<file path="config.mk">
export PLATFORM = sky130hd
export DESIGN_NAME = context_char_escape_filter_core
export DESIGN_NICKNAME = d
export VERILOG_FILES = /design/src/sv/escf_pkg.sv /design/src/sv/escf_encode.sv /design/src/sv/escf_emit.sv /design/src/sv/context_char_escape_filter_core.sv
export SDC_FILE = /design/constraint.sdc
export NUM_CORES = 1
export LEC_CHECK = 0
export ABC_AREA = 1
export BUFFER_PORTS_ARGS = -buffer_cell sky130_fd_sc_hd__buf_2
export CAP_MARGIN = 30
export CORE_ASPECT_RATIO = 0.9
export CORE_MARGIN = 5
export CORE_UTILIZATION = 44
export CTS_BUF_LIST = sky130_fd_sc_hd__clkbuf_4
export DETAILED_ROUTE_END_ITERATION = 8
export PLACE_DENSITY = 0.61
export RECOVER_POWER = 50
export SYNTH_ARGS = -nofsm -noshare
export SYNTH_HDL_FRONTEND = slang
export SYNTH_HIERARCHICAL = 1
export SYNTH_SLANG_ARGS = --single-unit
</file>
<file path="constraint.sdc">
create_clock -name clk -period 14.4 [get_ports clk]
set_clock_uncertainty 0.1 [all_clocks]
set_input_delay 0.72 -clock clk [delete_from_list [all_inputs] [get_ports clk]]
set_output_delay 0.72 -clock clk [all_outputs]
set_load 0.01 [all_outputs]
</file>
<file path="src/sv/escf_pkg.sv">
`timescale 1ns / 1ps
`default_nettype none

package escf_pkg;

    localparam int unsigned SEQ_MAX = 6;

    localparam logic [2:0] MODE_HTML_Q = 3'd0;
    localparam logic [2:0] MODE_HTML_U = 3'd1;
    localparam logic [2:0] MODE_JS_Q   = 3'd2;
    localparam logic [2:0] MODE_JS_U   = 3'd3;
    localparam logic [2:0] MODE_CSS_Q  = 3'd4;
    localparam logic [2:0] MODE_CSS_U  = 3'd5;
    localparam logic [2:0] MODE_TAG    = 3'd6;

    // escaped form of one input byte, data[0] goes out first
    typedef struct packed {
        logic [SEQ_MAX-1:0][7:0] data;
        logic [2:0]              cnt;
        logic                    last;
        logic                    empty;
    } seq_t;

endpackage : escf_pkg

`default_nettype wire

</file>
<file path="src/sv/escf_encode.sv">
`timescale 1ns / 1ps
`default_nettype none

module escf_encode
(
    input  wire logic [2:0]    mode,
    input  wire logic [7:0]    in_byte,
    input  wire logic          in_last,
    output escf_pkg::seq_t     seq
);
    import escf_pkg::*;

    function automatic logic [7:0] hex_char(input logic [3:0] n);
        logic [7:0] c;
        if (n < 4'd10)
            c = 8'h30 + {4'h0, n};
        else
            c = 8'h37 + {4'h0, n};
        return c;
    endfunction

    // entity string for an html metacharacter, carriage return gives a hard space
    function automatic seq_t entity(input logic [7:0] b);
        seq_t s;
        s = '0;
        case (b)
            "&":
            begin
                s.data[0] = "&"; s.data[1] = "a"; s.data[2] = "m";
                s.data[3] = "p"; s.data[4] = ";"; s.cnt = 3'd5;
            end
            "<":
            begin
                s.data[0] = "&"; s.data[1] = "l"; s.data[2] = "t";
                s.data[3] = ";"; s.cnt = 3'd4;
            end
            ">":
            begin
                s.data[0] = "&"; s.data[1] = "g"; s.data[2] = "t";
                s.data[3] = ";"; s.cnt = 3'd4;
            end
            8'h22:
            begin
                s.data[0] = "&"; s.data[1] = "q"; s.data[2] = "u";
                s.data[3] = "o"; s.data[4] = "t"; s.data[5] = ";";
                s.cnt = 3'd6;
            end
            8'h27:
            begin
                s.data[0] = "&"; s.data[1] = "#"; s.data[2] = "3";
                s.data[3] = "9"; s.data[4] = ";"; s.cnt = 3'd5;
            end
            "=":
            begin
                s.data[0] = "&"; s.data[1] = "#"; s.data[2] = "6";
                s.data[3] = "1"; s.data[4] = ";"; s.cnt = 3'd5;
            end
            default:
            begin
                s.data[0] = "&"; s.data[1] = "n"; s.data[2] = "b";
                s.data[3] = "s"; s.data[4] = "p"; s.data[5] = ";";
                s.cnt = 3'd6;
            end
        endcase
        return s;
    endfunction

    logic [7:0] b;
    logic       html_meta;
    logic       is_alnum;
    logic       is_blank;
    logic       is_ctl;
    logic       html_q_hit;
    logic       html_u_hit;
    logic       js_common;
    logic       js_q_hit;
    logic       js_u_hit;
    logic       css_mark;
    seq_t       s;

    assign b = in_byte;

    always_comb
    begin
        html_meta  = (b == "&") || (b == "<") || (b == ">") || (b == 8'h22) || (b == 8'h27);
        is_alnum   = (b >= "0" && b <= "9") || (b >= "A" && b <= "Z") || (b >= "a" && b <= "z");
        is_blank   = (b == " ") || (b >= 8'h09 && b <= 8'h0D);
        is_ctl     = (b >= 8'h01 && b <= 8'h08) || (b >= 8'h0E && b <= 8'h1F) || (b == 8'h7F);
        html_q_hit = html_meta || (b == 8'h0D);
        html_u_hit = html_meta || (b == "=");
        // control bytes and delete are escaped in both js modes
        js_common  = html_meta || (b == "/") || (b == 8'h5C) || (b == ";")
                     || (b >= 8'h01 && b <= 8'h1F) || (b == 8'h7F);
        js_q_hit   = js_common;
        js_u_hit   = js_common || (b == "=") || (b == " ");
        css_mark   = (b == "_") || (b == ".") || (b == ",") || (b == "!")
                     || (b == "#") || (b == "%") || (b == "-");

        s         = '0;
        s.data[0] = b;
        s.cnt     = 3'd1;

        case (mode)
            MODE_HTML_Q:
            begin
                if (html_q_hit)
                    s = entity(b);
            end
            MODE_HTML_U:
            begin
                if (is_ctl || is_blank)
                    s.cnt = 3'd0;
                else if (html_u_hit)
                    s = entity(b);
            end
            MODE_JS_Q, MODE_JS_U:
            begin
                if ((mode == MODE_JS_Q) ? js_q_hit : js_u_hit)
                begin
                    s.data[0] = 8'h5C;
                    s.data[1] = "x";
                    s.data[2] = hex_char(b[7:4]);
                    s.data[3] = hex_char(b[3:0]);
                    s.cnt     = 3'd4;
                end
            end
            MODE_CSS_Q, MODE_CSS_U:
            begin
                if (!(is_alnum || css_mark || b[7] || (b == " " && mode == MODE_CSS_Q)))
                    s.cnt = 3'd0;
            end
            MODE_TAG:
            begin
                if (!(is_alnum || b == ":" || b == "_" || b == "-"))
                    s.cnt = 3'd0;
            end
            default:
            begin
                s.cnt = 3'd1;
            end
        endcase

        s.last  = in_last;
        s.empty = 1'b0;
        // a dropped last byte still has to close the string
        if (in_last && s.cnt == 3'd0)
        begin
            s.data[0] = 8'h00;
            s.cnt     = 3'd1;
            s.empty   = 1'b1;
        end
    end

    assign seq = s;

endmodule : escf_encode

`default_nettype wire

</file>
<file path="src/sv/escf_emit.sv">
`timescale 1ns / 1ps
`default_nettype none

module escf_emit
(
    input  wire logic           clk,
    input  wire logic           rst_n,
    input  wire logic           load,
    input  wire escf_pkg::seq_t load_seq,
    output logic                free,
    output logic                out_valid,
    input  wire logic           out_stall,
    output logic [7:0]          out_byte,
    output logic                out_last,
    output logic                out_empty
);
    import escf_pkg::*;

    seq_t       seq_reg;
    logic       valid_reg;
    logic       valid_next;
    logic [2:0] idx_reg;
    logic [2:0] idx_next;
    logic       fire;
    logic       at_end;

    assign fire   = valid_reg && !out_stall;
    assign at_end = (idx_reg == seq_reg.cnt - 3'd1);
    assign free   = !valid_reg || (fire && at_end);

    always_comb
    begin
        valid_next = valid_reg;
        idx_next   = idx_reg;
        if (load)
        begin
            valid_next = 1'b1;
            idx_next   = 3'd0;
        end
        else if (fire)
        begin
            if (at_end)
                valid_next = 1'b0;
            idx_next = idx_reg + 3'd1;
        end
    end

    always_ff @(posedge clk or negedge rst_n)
    begin
        if (!rst_n)
        begin
            valid_reg <= 1'b0;
            idx_reg   <= 3'd0;
        end
        else
        begin
            valid_reg <= valid_next;
            idx_reg   <= idx_next;
        end
    end

    always_ff @(posedge clk)
    begin
        if (load)
            seq_reg <= load_seq;
    end

    assign out_valid = valid_reg;
    assign out_byte  = seq_reg.data[idx_reg];
    assign out_last  = seq_reg.last && at_end;
    assign out_empty = seq_reg.empty;

endmodule : escf_emit

`default_nettype wire

</file>
<file path="src/sv/context_char_escape_filter_core.sv">
`timescale 1ns / 1ps
`default_nettype none

// channel   handshake                     payload
// input     in_valid / in_stall           mode, in_byte, in_last
// output    out_valid / out_stall         out_byte, out_last, out_empty
//
// one input byte is taken every cycle as long as each escapes to one output byte and
// out_stall is low; an escape of more bytes holds the input until the output sequencer,
// which sends one byte per cycle while out_stall is low, has sent them. a dropped byte
// that is not last gives no output byte; the output sequencer registers each escape
// reset clears both valid flags, no clearing pass is needed
// out_stall holds the current byte and backs up into in_stall through the input register

module context_char_escape_filter_core
(
    input  wire logic       clk,
    input  wire logic       rst_n,
    input  wire logic       in_valid,
    output logic            in_stall,
    input  wire logic [2:0] mode,
    input  wire logic [7:0] in_byte,
    input  wire logic       in_last,
    output logic            out_valid,
    input  wire logic       out_stall,
    output logic [7:0]      out_byte,
    output logic            out_last,
    output logic            out_empty
);
    import escf_pkg::*;

    logic       a_valid_reg;
    logic       a_valid_next;
    logic [2:0] a_mode_reg;
    logic [7:0] a_byte_reg;
    logic       a_last_reg;
    seq_t       a_seq;
    logic       a_drop;
    logic       a_take;
    logic       emit_free;
    logic       emit_load;
    logic       in_fire;

    escf_encode u_encode
    (
        .mode    (a_mode_reg),
        .in_byte (a_byte_reg),
        .in_last (a_last_reg),
        .seq     (a_seq)
    );

    // a dropped byte that closes nothing leaves without a beat
    assign a_drop    = (a_seq.cnt == 3'd0);
    assign a_take    = a_valid_reg && (a_drop || emit_free);
    assign emit_load = a_take && !a_drop;
    assign in_stall  = a_valid_reg && !a_take;
    assign in_fire   = in_valid && !in_stall;

    always_comb
    begin
        a_valid_next = a_valid_reg;
        if (in_fire)
            a_valid_next = 1'b1;
        else if (a_take)
            a_valid_next = 1'b0;
    end

    always_ff @(posedge clk or negedge rst_n)
    begin
        if (!rst_n)
            a_valid_reg <= 1'b0;
        else
            a_valid_reg <= a_valid_next;
    end

    always_ff @(posedge clk)
    begin
        if (in_fire)
        begin
            a_mode_reg <= mode;
            a_byte_reg <= in_byte;
            a_last_reg <= in_last;
        end
    end

    escf_emit u_emit
    (
        .clk       (clk),
        .rst_n     (rst_n),
        .load      (emit_load),
        .load_seq  (a_seq),
        .free      (emit_free),
        .out_valid (out_valid),
        .out_stall (out_stall),
        .out_byte  (out_byte),
        .out_last  (out_last),
        .out_empty (out_empty)
    );

endmodule : context_char_escape_filter_core

`default_nettype wire

</file>
Word-level counts from Yosys, hierarchy flattened:

Cells that the tools add are included.

* bits in registers: 70
* latch bits: 0
* RAM bits: 0
* ROM bits: 0
* output and inout port bits: 12
* logic and storage cells: 156
* memories: 0

* add/subtract/negate cells: 6
* multipliers: 0
* divide/modulo/power cells: 0
* order comparisons: 15
* equality and inequality tests: 27
* shift operators: 0
* multiplexer cells: 27
* bitwise gates (word level): 0
* reductions and logical operators: 66

Operators with widths (number)
* $pmux W34 S6: 1
* $eq A8 B6 Y1 const B: 16
* $pmux W32 S3: 1
* $mux W53: 1
* $mux W51: 1
* $mux W48: 1
* $mux W35: 1
* $logic_or A1 B1 Y1: 33
* $pmux W16 S2: 1
* $add A6 B4 Y7 const A: 4
* $bmux W8 S3: 1
* $eq A8 B7 Y1 const B: 3
* $mux W8: 3
* $pmux W7 S3: 1
* $ge A8 B4 Y1 const B: 2
* $ge A8 B7 Y1 const B: 2
* $le A8 B4 Y1 const B: 2
* $le A8 B7 Y1 const B: 2
* $logic_and A1 B1 Y1: 16
* $pmux W3 S5: 1
* $mux W3: 4
* $eq A3 B3 Y1 const B: 3
* $logic_not A3 Y1: 3
* $mux W1: 9
* 19 further kinds: 29

Depth between registers and ports, before layout:

Gate-level depths: netlist (run 1).

* depth in word-level cells: 26
* gate-level depth with buffers: 19

Hierarchy:

The synthesis (run 1) kept the hierarchy.

Modules (own cells, without submodules)
* escf_emit: times used 1, cells each 186, area an instance 2334.7 µm²
* escf_encode: times used 1, cells each 299, area an instance 1660.3 µm²
* context_char_escape_filter_core: times used 1, cells each 25, area an instance 456.7 µm²

Least setup slack after synthesis (run 1):

OpenSTA, ideal clock, no wires.

* kind: reg-to-reg
* from: register a_byte_reg[1]
* to: register u_emit.idx_reg[0]
* library setup time: 0.125 ns
* arrival time: 5.219 ns
* required time: 14.175 ns
* path slack: 8.957 ns
* stages on the path, launching flop included: 16
* clock period less this slack: 5.443 ns
* cells stage by stage: edfxtp_1 > inv_1 > ha_1 > nand3_1 > a21oi_4 > nor2_4 > nand2_1 > nand3_4 > nand2_2 > inv_2 > a21oi_1 > nor2_4 > a21oi_1 > inv_1 > o21ai_0 > a21oi_1

RTL lines
* start, declared: RTL line context_char_escape_filter_core.sv:35 `logic [7:0] a_byte_reg;`
* start signal, assigned: RTL line context_char_escape_filter_core.sv:81 `a_byte_reg <= in_byte;`
* end signal, assigned: RTL line escf_emit.sv:58 `idx_reg <= idx_next;`
* end, declared: RTL line escf_emit.sv:22 `logic [2:0] idx_reg;`

==> impl_metrics.toml, run 1 <==
[final_layout]
largest_reg_flops = 52
diodes = 0
fin_nets = 556
drive_gt1_share_pct = 14.8
syn_to_final_growth_pct = 3.46

[sta]
final.period_utilization_pct = 41.9
layout_setup_ws_ps = 8370
setup_viol = 0
maxClockFrequency_ghz = 0.166
drv_slew = 0
layout_min_cycle_time_ps = 6030
finalHoldViolCount = 0
relSlewSlack_pct = 32.6
worst_pin_slew_ps = 1010
rsz0062_at_grt = "no"
final.setup.tns_ps = 0

[critical_path]
worst-path-buf-inv = 5
cp.arrival_ps = 5210
path_cells = "inv_1 > ha_1 > nand3_1 > a21oi_1 > nor2_1 > nand2_2 > nor2_1 > a21oi_1 > clkinvlp_2 > nand3_1 > o21bai_1 > inv_1 > nand2_2 > nand2_2 > inv_1 > buf_2"
critPathCaptureType = "output pin"
crit_path_start_kind = "flip-flop"
crit_type = "reg2out"
crit_fanout = 10
critPathTopFamily = "compound AO/OA/AOI/OAI gates"
cp_slowest_cell = "a21oi_1"
required_ps = 13580
cp_slowest_stage_delay_ps = 770

[place]
port_buffers = 27
gp_congestion = 1.02
dp_hpwl_um = 7670
pre_cts_ws_ps = 10300

[grt]
antenna_found_initial = 0
grt_max_degree = 51
grt_first_pass_wirelength_um = 17400
track_usage_pct = 18.4
grt_overflow_total = 0
grt_pass1_vias = 3358

[synthesis]
seq_area_frac_synth_pct = 46.7
postSynth.asyncResetShare_pct = 7.14
synth_area_sq_um = 4450
avgSynthCellArea_sq_um = 8.73
synth-warning-count = 6
synth_edf_count = 65
yosysTopAreaCell = "edfxtp_1"
ys_seq_elements = 70
synth_cells = 510
synthTopCellsByCount = "nand2_1, nor2_1, edfxtp_1"
synth.top_cell.area_share_pct = 43.8
synth_area_leaders = "edfxtp_1, nand2_1, nor2_1, o21ai_0, inv_1"
synth.most_common_cell = "nand2_1"
ys.flop_type = "edfxtp_1"
yosysUniqueCellTypes = 38

[power]
swShare_pct = 42.8
irDropWorstVdd_v = 0.000133
comb_power_share_pct = 40.2
power_frac_seq_pct = 44.7
p_clk_share_pct = 15.1
p_per_area_nw_per_um2 = 179
leakagePower_nw = 1.98
p_int_mw = 0.470
p_sw_mw = 0.353

[detailed_routing]
totalWireLength_um = 10700
drtIter0Drc = 370
drtPass1Iterations = 5
vias = 3510
routed_via_density = 5.32
ant_nets = 0
drt-wirelength-per-cell_um = 16.3
post-route-drc-count = 0

[floorplanning]
rows = 34
die_area_sq_um = 12200
pin_count = 28
die_w_um = 116
core-area_sq_um = 9780
die_y_um = 105
initial_core_util_pct = 45.5

[clocking]
cts_resized = 0
cts.clk_slew.worst_paths_ps = 120
clock_path_buffers = 2
htree_levels = 3
cts_tree = "built"
clock-sinks = 70
cts_inserted_buffers = 9
root_buffer = "clkbuf_4"
clock_latency_ps = 430

[run]
maxCapViolations = 0

[hold_path]
hold_class = "in2reg"

[outcome]
status = "finished clean"
metal layers:
| metal | vias up | routed length, um | part of all wire (%) | GRT usage, % |
|---|---|---|---|---|
| li1 | 1709 | - | - | - |
| met1 | 1649 | 4880 | 45 | 25.7 |
| met2 | 130 | 4770 | 44 | 27.5 |
| met3 | 22 | 809 | 7.5 | 5.33 |
| met4 | 0 | 269 | 2.5 | 5.97 |
| met5 | - | 0 | 0 | 0 |
metrics by stage:
| step | instances | power (mW) | utilization (%) | instance area [sq um] | hold WS, ps |
|---|---|---|---|---|---|
| 2_1_floorplan | 516 | 0.631 | - | 4470 | 324 |
| 3_3_place_gp | 643 | 0.714 | 46.7 | 4570 | 409 |
| 3_5_place_dp | 643 | 0.717 | 46.7 | 4570 | 375 |
| 4_1_cts | 660 | 0.842 | 48.1 | 4710 | 325 |
| 5_1_grt | 660 | 0.894 | 47.1 | 4610 | 318 |
| 6_report | 660 | 0.823 | 47.1 | 4610 | 355 |
area by class of cell:
type	count	area, sq um
clock buffer	9	67.6
timing repair buffer	29	146
sequential	70	2080
multi-input combinational	369	1900
inverter	50	190
fill	968	5180
tap	126	158
clock inverter	7	63.8
power groups by stage:
stage / registers, mW / clock network (mW) / logic (mW)
CTS: 0.369 / 0.129 / 0.344
global route: 0.377 / 0.138 / 0.379
global placement: 0.372 / 0 / 0.342
floorplan: 0.344 / 0 / 0.287
finish: 0.368 / 0.125 / 0.330
detailed placement: 0.374 / 0 / 0.343
path summary, 6_finish.rpt:
path / from / endpoint / slack (ps) / depth (start not counted)
worst max-delay path: a_byte_reg[1]$_DFFE_PP_ / in_stall / 8370 / 16
worst min-delay path: in_byte[5] / a_byte_reg[5]$_DFFE_PP_ / 360 / 1
worst max register to register: a_byte_reg[1]$_DFFE_PP_ / a_mode_reg[1]$_DFFE_PP_ / 8700 / 14
worst min register to register: a_last_reg$_DFFE_PP_ / u_emit/seq_reg[1]$_DFFE_PP_ / 410 / 0
max in group asynchronous: rst_n / u_emit/idx_reg[1]$_DFFE_PN0P_ / 13400 / 2
min in group asynchronous: rst_n / u_emit/idx_reg[2]$_DFFE_PN0P_ / 560 / 2
repair_timing:
item,CTS,global route
hold buffers,1,0
buffers inserted,0,0
endpoints found under the hold margin,5,0
logic make-up after synthesis:
group                      Yosys count  synth area share (%)
AOI/OAI and AO/OA                   91                  11.6
xor gates and xnor gates             1                 0.197
adders and majority gates           11                  3.09
buffers and inverters               77                  9.30
DFF                                 70                  46.7
other                                1                0.0842
and+or+nand+nor                    259                  29.1
placed cells by master (no fill, tap or decap), types with 2 or more instances in the layout:
master      Yosys  layout
o22ai_1         5       5
ha_1           11      11
nand2_4         2       2
conb_1          1       7
a21oi_1        17      18
nand2_2         7       5
dfrtp_1         5       5
nor2_4         13      10
inv_2           4       3
inv_1          44      45
clkinvlp_2      0       2
nor2_2         11      11
clkbuf_4        0       9
clkbuf_1        0       5
nand4_1         2       2
clkinv_2        0       2
nor2_1         74      78
nand2_1       103     105
nand3_1        31      33
clkinv_1        0       2
edfxtp_1       65      65
nand3_2         4       4
o21ai_0        37      42
o21a_1          8       8
nor3_1          3       3
buf_2           1      22
o21ai_1        18      13
Note: power is estimated with default switching activity, not from simulation.
==> run 2, diff against run 1 <==
--- a/config.mk
+++ b/config.mk
@@ -5,7 +5,7 @@
 export SDC_FILE = /design/constraint.sdc
 export NUM_CORES = 1
 export LEC_CHECK = 0
-export ABC_AREA = 1
+export ABC_AREA = 0
 export BUFFER_PORTS_ARGS = -buffer_cell sky130_fd_sc_hd__buf_2
 export CAP_MARGIN = 30
 export CORE_ASPECT_RATIO = 0.9
==> constraint.sdc (replaced) <==
create_clock -name clk -period 6.3 [get_ports clk]
set_clock_uncertainty 0.1 [all_clocks]
set_input_delay 0.315 -clock clk [delete_from_list [all_inputs] [get_ports clk]]
set_output_delay 0.315 -clock clk [all_outputs]
set_load 0.01 [all_outputs]
==> run 2 against run 1 <==
Effect of this change: utilization is 1.8 points higher; design area fell by 3.1%; via count fell by 18%; hold slack lost 260 ps; die area fell by 7.2%; flip-flop and latch count unchanged; count of clock-buffer cells in the layout did not move; synthesized cell count down 32%; critical endpoint unchanged.
==> impl_metrics.toml, run 2 <==
[outcome]
status = "finished clean"

[critical_path]
cp.arrival_ps = 4250
crit_type = "reg2out"
crit_fanout = 11
crit_path_start_kind = "flip-flop"
path_cells = "ha_1 > or4b_1 > nor2_1 > nor3_1 > nand2_1 > a21oi_1 > a21oi_1 > nor3_4 > nor2_1 > buf_2"
required_ps = 5880
critPathCaptureType = "output pin"
cp_slowest_stage_delay_ps = 830
cp_slowest_cell = "a21oi_1"

[synthesis]
synth.most_common_cell = "edfxtp_1"
synth_edf_count = 65
synth_area_leaders = "edfxtp_1, mux4_2, ha_1, dfrtp_1, buf_4"
synth-warning-count = 6
synth.top_cell.area_share_pct = 47.6
yosysTopAreaCell = "edfxtp_1"
seq_area_frac_synth_pct = 50.7
ys_seq_elements = 70
synth_cells = 349
postSynth.asyncResetShare_pct = 7.14
yosysUniqueCellTypes = 73
ys.flop_type = "edfxtp_1"
synth_area_sq_um = 4100
avgSynthCellArea_sq_um = 11.7
synthTopCellsByCount = "edfxtp_1, nor2_1, a21oi_1"

[floorplanning]
die_y_um = 102
rows = 33
initial_core_util_pct = 44.9
pin_count = 28
die_w_um = 112
die_area_sq_um = 11300
core-area_sq_um = 9130

[final_layout]
final_common_cell = "edfxtp_1"
syn_to_final_growth_pct = 8.85
fin_nets = 405
diodes = 0
postLayoutCoreUtil_pct = 48.9
largest_reg_flops = 52
final_cell_mix = "edfxtp_1, nor2_1, a21oi_1, nand2_1, inv_1"
drive_gt1_share_pct = 14.6

[grt]
grt_pass1_vias = 2900
grt_first_pass_wirelength_um = 15500
grt_overflow_total = 0
grt_max_degree = 58
antenna_found_initial = 0
track_usage_pct = 17.5

[hold_path]
hold_class = "in2reg"

[sta]
drv_slew = 0
layout_min_cycle_time_ps = 4660
holdWs_ps = 96.3
rsz0062_at_grt = "no"
setup_viol = 0
final.period_utilization_pct = 74.0
final.setup.tns_ps = 0
finalHoldViolCount = 0
worst_pin_slew_ps = 1490
layout_setup_ws_ps = 1640
relSlewSlack_pct = 0.691
maxClockFrequency_ghz = 0.214

[place]
pre_cts_ws_ps = 1830
dp_hpwl_um = 6710
gp_congestion = 0.896
port_buffers = 27

[detailed_routing]
m1WireLength_um = 4290
drtPass1Iterations = 5
wl_met2_um = 4380
post-route-drc-count = 0
ant_nets = 0
drt-wirelength-per-cell_um = 18.7
vias = 2893
routed_via_density = 5.73
route.met3.wl_um = 561
totalWireLength_um = 9460
top_layer = "met4"
drtIter0Drc = 281

[clocking]
htree_levels = 3
root_buffer = "clkbuf_4"
cts.clk_slew.worst_paths_ps = 130
clock_path_buffers = 2
cts_setup_buffers = 0
cts_tree = "built"
cts_inserted_buffers = 9
clock_latency_ps = 430
clock-sinks = 70

[power]
p_total_mw = 1.80
leakagePower_nw = 1.63
p_per_area_nw_per_um2 = 404
irDropWorstVdd_v = 0.000189

[run]
maxCapViolations = 0
==> run 2: cell count changes after synthesis, moves of 8 or more <==
cell,delta
inv_1,-25
mux2i_1,+9
mux4_2,+8
nand2_1,-83
nand3_1,-27
nor2_1,-49
nor2_2,-11
nor2_4,-13
o21ai_0,-27
o21ai_1,-17
o22ai_1,+11
==> run 2: cell families after synthesis <==
kind of cell	synth area share [%]
simple gates	13.8
other cells	0.0915
fa+ha+maj	3.36
xor+xnor	2.11
flops	50.7
mux	6.59
buf+inv	6.87
compound gates	16.5
==> run 2: area by class of cell <==
cell class | instances | area (sq um)
sequential | 70 | 2080
multi-input combinational | 234 | 1750
timing repair buffer | 43 | 273
clock inverter | 7 | 65.1
clock buffer | 9 | 67.6
inverter | 20 | 75.1
fill | 865 | 4660
tap | 122 | 153
==> run 2: report_power, final <==
| group | internal [mW] | switching [mW] | total, mW |
|---|---|---|---|
| registers | 0.710 | 0.106 | 0.816 |
| logic | 0.289 | 0.412 | 0.701 |
| clock network | 0.118 | 0.166 | 0.284 |
==> run 2: metrics by stage <==
step / cells / cell area, sq um
global placement: 475 / 4230
detailed placement: 475 / 4230
floorplan: 355 / 4120
global route: 505 / 4460
finish: 505 / 4460
CTS: 505 / 4500
==> run 2: timing repair <==
item | 4_1_cts | 5_1_grt
resized for setup | 0 | 0
endpoints found under the hold margin | 18 | 0
hold buffers | 14 | 0
endpoints found under the setup margin | 0 | 0
==> run 2: per-layer routing <==
metal / track usage [%] / up-vias
met1: 23.2 / 1394
met2: 27.6 / 110
met3: 4.36 / 20
li1: - / 1369
met4: 7.67 / 0
met5: 0 / -
==> run 2: final timing paths <==
check | start | to | slack (ps) | depth (start not counted)
max | a_byte_reg[5]$_DFFE_PP_ | in_stall | 1640 | 10
min | out_stall | u_emit/out_valid$_DFFE_PN0P_ | 100 | 3
max reg2reg | a_byte_reg[5]$_DFFE_PP_ | a_byte_reg[4]$_DFFE_PP_ | 1730 | 9
min reg2reg | a_last_reg$_DFFE_PP_ | u_emit/seq_reg[1]$_DFFE_PP_ | 410 | 0
max in group asynchronous | rst_n | u_emit/idx_reg[2]$_DFFE_PN0P_ | 5670 | 2
min in group asynchronous | rst_n | u_emit/idx_reg[1]$_DFFE_PN0P_ | 170 | 2
==> run 2: critical path: cells and delay by family (launching register included) <==
kind,cells,cell delay (ps)
AOI/OAI and AO/OA,2,1030
adders and majority gates,1,340
buffers and inverters,1,150
DFF,1,560
and+or+nand+nor,6,1740
